**src/hw/rtl/ils_pkg.sv**
```systemverilog
// Shared constants, codes and types for the indexed list store.
`timescale 1ns / 1ps
package ils_pkg;

  localparam int DEPTH_DEF = 16;
  localparam int WIDTH_DEF = 32;

  localparam logic [1:0] OP_FIND   = 2'd0;
  localparam logic [1:0] OP_WRITE  = 2'd1;
  localparam logic [1:0] OP_DELETE = 2'd2;
  localparam logic [1:0] OP_DUMP   = 2'd3;

  localparam logic [1:0] ST_OK       = 2'd0;
  localparam logic [1:0] ST_NOTFOUND = 2'd1;
  localparam logic [1:0] ST_RANGE    = 2'd2;
  localparam logic [1:0] ST_FULL     = 2'd3;

  typedef struct packed {
    logic load;   // take the write value
    logic shift;  // take the right neighbor's entry
    logic wrap;   // take the head entry (rotation)
  } cell_ctl_t;

endpackage

```
**src/hw/rtl/ils_cell.sv**
```systemverilog
// One storage cell of the list chain.
`timescale 1ns / 1ps
module ils_cell #(
  parameter int WIDTH = ils_pkg::WIDTH_DEF
) (
  input  logic               clk,
  input  ils_pkg::cell_ctl_t ctl,
  input  logic [WIDTH-1:0]   wr_data,
  input  logic [WIDTH-1:0]   right_data,
  input  logic [WIDTH-1:0]   head_data,
  output logic [WIDTH-1:0]   data
);
  import ils_pkg::*;

  always_ff @(posedge clk) begin
    if (ctl.load) begin
      data <= wr_data;
    end else if (ctl.shift) begin
      data <= right_data;
    end else if (ctl.wrap) begin
      data <= head_data;
    end
  end

endmodule

```
**src/hw/rtl/indexed_list_store.sv**
```systemverilog
// Indexed list store: a chain of entry cells with a fill count.
//
// Input channel s_*: one item per operation. s_tuser holds op (find, write,
// delete, dump); s_tdata holds index and value. Output channel m_*: result
// items, m_tuser holds status, m_tlast marks the final result of an item.
// Write, delete and any operation on an empty store answer directly: the
// result is registered at the accepting edge and the next item is taken as
// soon as the output register is free.
// Find rotates the chain once around the filled cells, one cell compared
// at the head per cycle, result at the end.
// Dump rotates the chain the same way and emits one entry per cycle while
// the receiver takes them, count results in all.
// After either scan the chain is back in its original order.
// A new item is taken only when no scan runs and the output register is
// empty or being emptied. A stalled receiver holds the result and pauses
// the rotation.
// Reset empties the store (count zero) and clears the output valid; cell
// contents are not cleared and are never read before being written.
`timescale 1ns / 1ps
module indexed_list_store #(
  parameter int DEPTH = ils_pkg::DEPTH_DEF,
  parameter int WIDTH = ils_pkg::WIDTH_DEF
) (
  input  logic        clk,
  input  logic        rst,
  input  logic        s_tvalid,
  output logic        s_tready,
  input  logic [39:0] s_tdata,   // index[4:0], value[36:5], zero[39:37]
  input  logic [1:0]  s_tuser,   // op[1:0]
  output logic        m_tvalid,
  input  logic        m_tready,
  output logic [47:0] m_tdata,   // position[3:0], element[35:4], fill_count[40:36], zero
  output logic [1:0]  m_tuser,   // status[1:0]
  output logic        m_tlast
);
  import ils_pkg::*;

  localparam int CW   = $clog2(DEPTH + 1);
  localparam int IW   = $clog2(DEPTH);
  localparam int CMPW = (CW > 5) ? CW : 5;

  localparam logic S_IDLE = 1'b0;
  localparam logic S_SCAN = 1'b1;

  logic             state, state_next;
  logic [CW-1:0]    count, count_next;
  logic [IW-1:0]    step, step_next;
  logic             hit, hit_next;
  logic [IW-1:0]    where, where_next;
  logic             is_dump, is_dump_next;
  logic [WIDTH-1:0] find_val, find_val_next;

  logic [WIDTH-1:0] cell_q [DEPTH];
  cell_ctl_t        ctl [DEPTH];
  logic [WIDTH-1:0] head;

  logic [1:0]       in_op;
  logic [4:0]       in_index;
  logic [WIDTH-1:0] in_val;
  logic [CMPW-1:0]  idx_ext, cnt_ext;

  logic             accept, out_free, at_end, match;
  logic             wr_en, del_en, rot_en;
  logic             out_load;
  logic [1:0]       out_status;
  logic [3:0]       out_pos;
  logic [31:0]      out_elem;
  logic             out_last;

  assign in_op    = s_tuser;
  assign in_index = s_tdata[4:0];
  assign in_val   = WIDTH'(s_tdata[36:5]);
  assign idx_ext  = CMPW'(in_index);
  assign cnt_ext  = CMPW'(count);
  assign head     = cell_q[0];

  assign out_free = !m_tvalid || m_tready;
  assign s_tready = (state == S_IDLE) && out_free;
  assign accept   = s_tvalid && s_tready;
  assign at_end   = (CW'(step) + CW'(1)) == count;
  assign match    = (head == find_val);

  always_comb begin
    state_next    = state;
    count_next    = count;
    step_next     = step;
    hit_next      = hit;
    where_next    = where;
    is_dump_next  = is_dump;
    find_val_next = find_val;
    wr_en         = 1'b0;
    del_en        = 1'b0;
    rot_en        = 1'b0;
    out_load      = 1'b0;
    out_status    = ST_OK;
    out_pos       = 4'd0;
    out_elem      = 32'd0;
    out_last      = 1'b1;

    if (state == S_IDLE) begin
      if (accept) begin
        case (in_op)
          OP_FIND, OP_DUMP: begin
            if (count == '0) begin
              out_load   = 1'b1;
              out_status = ST_NOTFOUND;
            end else begin
              state_next    = S_SCAN;
              step_next     = '0;
              hit_next      = 1'b0;
              where_next    = '0;
              is_dump_next  = (in_op == OP_DUMP);
              find_val_next = in_val;
            end
          end
          OP_WRITE: begin
            out_load = 1'b1;
            if (idx_ext < cnt_ext) begin
              wr_en = 1'b1;
            end else if (idx_ext == cnt_ext) begin
              if (cnt_ext < CMPW'(DEPTH)) begin
                wr_en      = 1'b1;
                count_next = count + CW'(1);
              end else begin
                out_status = ST_FULL;
              end
            end else begin
              out_status = ST_RANGE;
            end
          end
          OP_DELETE: begin
            out_load = 1'b1;
            if (idx_ext < cnt_ext) begin
              del_en     = 1'b1;
              count_next = count - CW'(1);
            end else begin
              out_status = ST_RANGE;
            end
          end
          default: begin
            out_load   = 1'b1;
            out_status = ST_RANGE;
          end
        endcase
      end
    end else begin
      if (is_dump) begin
        if (out_free) begin
          out_load = 1'b1;
          out_pos  = 4'(step);
          out_elem = 32'(head);
          out_last = at_end;
          rot_en   = 1'b1;
          step_next = step + IW'(1);
          if (at_end) begin
            state_next = S_IDLE;
          end
        end
      end else begin
        if (!at_end) begin
          rot_en    = 1'b1;
          step_next = step + IW'(1);
          if (match) begin
            hit_next   = 1'b1;
            where_next = step;
          end
        end else if (out_free) begin
          rot_en     = 1'b1;
          out_load   = 1'b1;
          out_status = (hit || match) ? ST_OK : ST_NOTFOUND;
          out_pos    = match ? 4'(step) : (hit ? 4'(where) : 4'd0);
          state_next = S_IDLE;
        end
      end
    end
  end

  always_comb begin
    for (int i = 0; i < DEPTH; i++) begin
      ctl[i].load  = wr_en && (CMPW'(i) == idx_ext);
      ctl[i].shift = ((del_en && (CMPW'(i) >= idx_ext)) || rot_en) &&
                     (CMPW'(i + 1) < cnt_ext);
      ctl[i].wrap  = rot_en && (CMPW'(i + 1) == cnt_ext);
    end
  end

  for (genvar g = 0; g < DEPTH; g++) begin : g_cell
    logic [WIDTH-1:0] right;
    if (g == DEPTH - 1) begin : g_tail
      assign right = cell_q[g];
    end else begin : g_mid
      assign right = cell_q[g + 1];
    end
    ils_cell #(
      .WIDTH(WIDTH)
    ) u_cell (
      .clk        (clk),
      .ctl        (ctl[g]),
      .wr_data    (in_val),
      .right_data (right),
      .head_data  (head),
      .data       (cell_q[g])
    );
  end

  always_ff @(posedge clk) begin
    if (rst) begin
      state    <= S_IDLE;
      count    <= '0;
      m_tvalid <= 1'b0;
    end else begin
      state <= state_next;
      count <= count_next;
      if (out_load) begin
        m_tvalid <= 1'b1;
      end else if (m_tready) begin
        m_tvalid <= 1'b0;
      end
    end
  end

  always_ff @(posedge clk) begin
    step     <= step_next;
    hit      <= hit_next;
    where    <= where_next;
    is_dump  <= is_dump_next;
    find_val <= find_val_next;
    if (out_load) begin
      m_tdata <= {7'd0, 5'(count_next), out_elem, out_pos};
      m_tuser <= out_status;
      m_tlast <= out_last;
    end
  end

  a_count_bound: assert property (@(posedge clk) disable iff (rst)
    cnt_ext <= CMPW'(DEPTH))
    else $error("fill count above depth");

  a_scan_nonempty: assert property (@(posedge clk) disable iff (rst)
    (state == S_SCAN) |-> (count != '0))
    else $error("scan running on an empty store");

  a_scan_count_stable: assert property (@(posedge clk) disable iff (rst)
    (state == S_SCAN) |=> $stable(count))
    else $error("fill count changed during a scan");

endmodule
```
**config.mk**
```make
export PLATFORM = sky130hd
export DESIGN_NAME = indexed_list_store
export DESIGN_NICKNAME = d
export VERILOG_FILES = /design/src/hw/rtl/ils_pkg.sv /design/src/hw/rtl/ils_cell.sv /design/src/hw/rtl/indexed_list_store.sv
export SDC_FILE = /design/constraint.sdc
export NUM_CORES = 1
export LEC_CHECK = 0
export BUFFER_PORTS_ARGS = -buffer_cell sky130_fd_sc_hd__buf_2
export CORE_ASPECT_RATIO = 0.5
export CORE_MARGIN = 2
export CORE_UTILIZATION = 45
export DETAILED_ROUTE_END_ITERATION = 16
export SYNTH_ARGS = -nofsm -noshare
export SYNTH_HDL_FRONTEND = slang
export SYNTH_SLANG_ARGS = --single-unit
```
**constraint.sdc**
```tcl
create_clock -name clk -period 18.9 [get_ports clk]
set_clock_uncertainty 0.15 [all_clocks]
set_input_delay 5.67 -clock clk [delete_from_list [all_inputs] [get_ports clk]]
set_output_delay 5.67 -clock clk [all_outputs]
set_load 0.01 [all_outputs]
```
==> run_results.csv <==
group,metric,value,unit
outcome,status,"complete, no violations",
sta,hold_viol,0,
global_route,grt_pass1_wl,153000,µm
layout,final_common_cell,"edfxtp_1",
flow_run,cap_violations,0,
setup_path,crit_path_frequent_cell,"buf_2",
cts,clk_latency,640,ps
detailed_routing,drt_iter0_markers,2969,
synthesis,syn_area,34330,µm²
synthesis,synth_seq_cells,605,
cts,cts_sinks,605,
floorplan,die_x,394.6,µm
setup_path,path_max_fanout,9,
global_route,grt_max_degree,73,
detailed_routing,drt-pass1-iter-count,6,
synthesis,ys_seq_area_share,52.71,%
global_route,overflow,0,
sta,slew_viol_final,0,
floorplan,die_h,199.3,µm
cts,root_buffer,"clkbuf_16",
detailed_routing,via_per_inst,6.405,
floorplan,io-pin-count,99,
cts,clk_pin_slew,70,ps
sta,worst_pin_slew,1278,ps
sta,fin_tns_setup,0,ps
synthesis,avgSynthCellArea,10.38,µm²
sta,setup_viol,0,
min_path,hold_path_class,"flip-flop to flip-flop",
setup_path,worstPathRequired,13080,ps
setup_path,slowest_stage,"nor2b_1",
sta,min_period,12340,ps
setup_path,worst-endpoint-arrival,6520,ps
global_route,grt.total_usage,25.06,%
cts,cts_setup_buffers,0,
floorplan,core_area,75330,µm²
setup_path,critical_path_class,"input pin to output port",
detailed_routing,num_vias,26651,
setup_path,start_kind,"input pin",
power_and_ir_drop,p_leak,0.01123,µW
layout,area.growth.synth_to_final,7.999,%
cts,cts_buffer_depth,3,
cts,cts_resized,0,
layout,drive_gt1_share,12.66,%
floorplan,die_area,78660,µm²
detailed_routing,wl_per_cell,23.92,µm
cts,cts_tree,"built",
synthesis,synth_top_area_cell,"edfxtp_1",
layout,final_area,37080,µm²
synthesis,yosys-top-cells-area,"edfxtp_1, a31oi_1, o31ai_1",
synthesis,ys_async_sr_fraction,0,%
synthesis,yosys.area.top_type_share,52.30,%
placement,dpl.hpwl,65280,µm
layout,final_net_count,3149,
floorplan,start_util,45.58,%
detailed_routing,wl,99530,µm
sta,fmax,0.08104,GHz
detailed_routing,drc_errors,0,
setup_path,crit_path_cell_trace,"buf_2, nor2b_1, nor2_1, buf_2",
placement,numPortBuffers,88,
layout,fillers,6777,
power_and_ir_drop,powerDensity,74.79,nW/µm²
setup_path,endpoint_kind,"output port",
placement,dpl_cell_area,35300,µm²
detailed_routing,antenna_left,0,
global_route,first_global_vias,24244,
cts,htree_levels,2,
floorplan,rows,71,
cts,holdBufCountCts,0,
cts,cts_inserted_buffers,58,
setup_path,max_stage_delay,510,ps
sta,grt_setup_unrepaired,"false",
synthesis,synthCells,3309,
layout,fin_util,49.22,%
synthesis,synth_edf_count,598,
sta,relSlewSlack,14.79,%
placement,gp_congestion,0.9353,
synthesis,synth_cell_types,73,
synthesis,synthFlopType,"edfxtp_1",
layout,mostFrequentLayoutCells,"edfxtp_1, a31oi_1, nor2_1, o21ai_0, o31ai_1",
sta,fin_crit_sh,65.28,%
synthesis,yosys_warnings,0,
power_and_ir_drop,peakVddDrop,0.06295,mV
global_route,antenna_found_initial,4,
==> final timing paths <==
check | start | end | slack, ps | cells after the start
hold / removal | g_cell[1].u_cell.data[29] | g_cell[0].u_cell.data[29] | 390 | 1
setup reg to reg | step[0] | g_cell[5].u_cell.data[0] | 13750 | 10
setup / recovery | m_tready | s_tready | 6560 | 4
hold reg to reg | g_cell[1].u_cell.data[29] | g_cell[0].u_cell.data[29] | 390 | 1
==> cells by family after synthesis <==
logic type / after synthesis / synth area share, %
compound gates: 1320 / 25.42
xor+xnor: 40 / 1.020
fa+ha+maj: 14 / 0.5102
buf+inv: 481 / 5.656
flops: 605 / 52.71
mux: 64 / 2.099
other cells: 1 / 0.01092
simple gates: 784 / 12.58
==> power by group <==
part | leakage, µW | switching [µW] | internal, µW | total, µW
Combinational | 0.00490 | 139 | 38.7 | 178
Clock | 0.000854 | 519 | 600 | 1120
Sequential | 0.00548 | 5.37 | 1470 | 1480
Total | 0.0112 | 664 | 2110 | 2770
==> cell type report <==
type	instances	area [µm²]	share of cell area, %
flip-flops and latches	605	18100	48.81
multi-input cells	2229	14750	39.78
clock buffers	68	1489	4.015
well taps	1022	1279	3.449
repair buffers	179	1136	3.064
clock inverters	38	257.7	0.6951
inverters	16	60.06	0.1620
diodes	4	10.01	0.02699
==> stage by stage <==
step	instances	setup WS, ps	total power, µW	hold WS (ps)
finish	4161	6561	2773	391.7
global route	4160	6487	2854	407.1
CTS	4156	6557	2789	397.2
detailed placement	4050	6530	1679	381.0
global placement	4050	6574	1677	375.1
floorplan	3315	6982	1610	252.9
==> cells in the mapped netlist (all sizes together), types with 6 or more instances <==
library cell  count
nand3b           32
o21ai           281
a211oi            9
o211ai           79
nand3            51
or3               8
o211a             6
edfxtp          598
ha               14
dfxtp             7
nand2b            6
nor4              6
mux2             64
and2             46
nand4            16
a22oi            32
buf             104
o31ai           199
nor3             15
nor2b            44
nor2            379
xnor2            39
nand2            44
a2bb2oi          96
a21boi           34
a21oi            95
or4b            128
clkbuf          361
inv              16
a31oi           454
==> sequential cells by signal, summed over array words and instances (netlist names) <==
register and cells:
where 4, step 4, m_tlast 1, is_dump 1
cnt_ext 5, find_val 32, state 1, m_tuser 2
m_tvalid 1, m_tdata 41, hit 1, g_cell.u_cell.data 512
==> per-layer routing <==
layer	global-route usage [%]	wire (µm)	share of wire, %
met5	0.4310	0	0
met2	35.30	40370	41
met1	39.59	48460	49
met4	4.849	1323	1.3
met3	4.835	9372	9.4
==> critical path, delay by kind of cell <==
| kind | cells | cell delay [ps] |
|---|---|---|
| buf+inv | 2 | 260 |
| simple gates | 2 | 580 |
(Power assumes the default switching activity.)
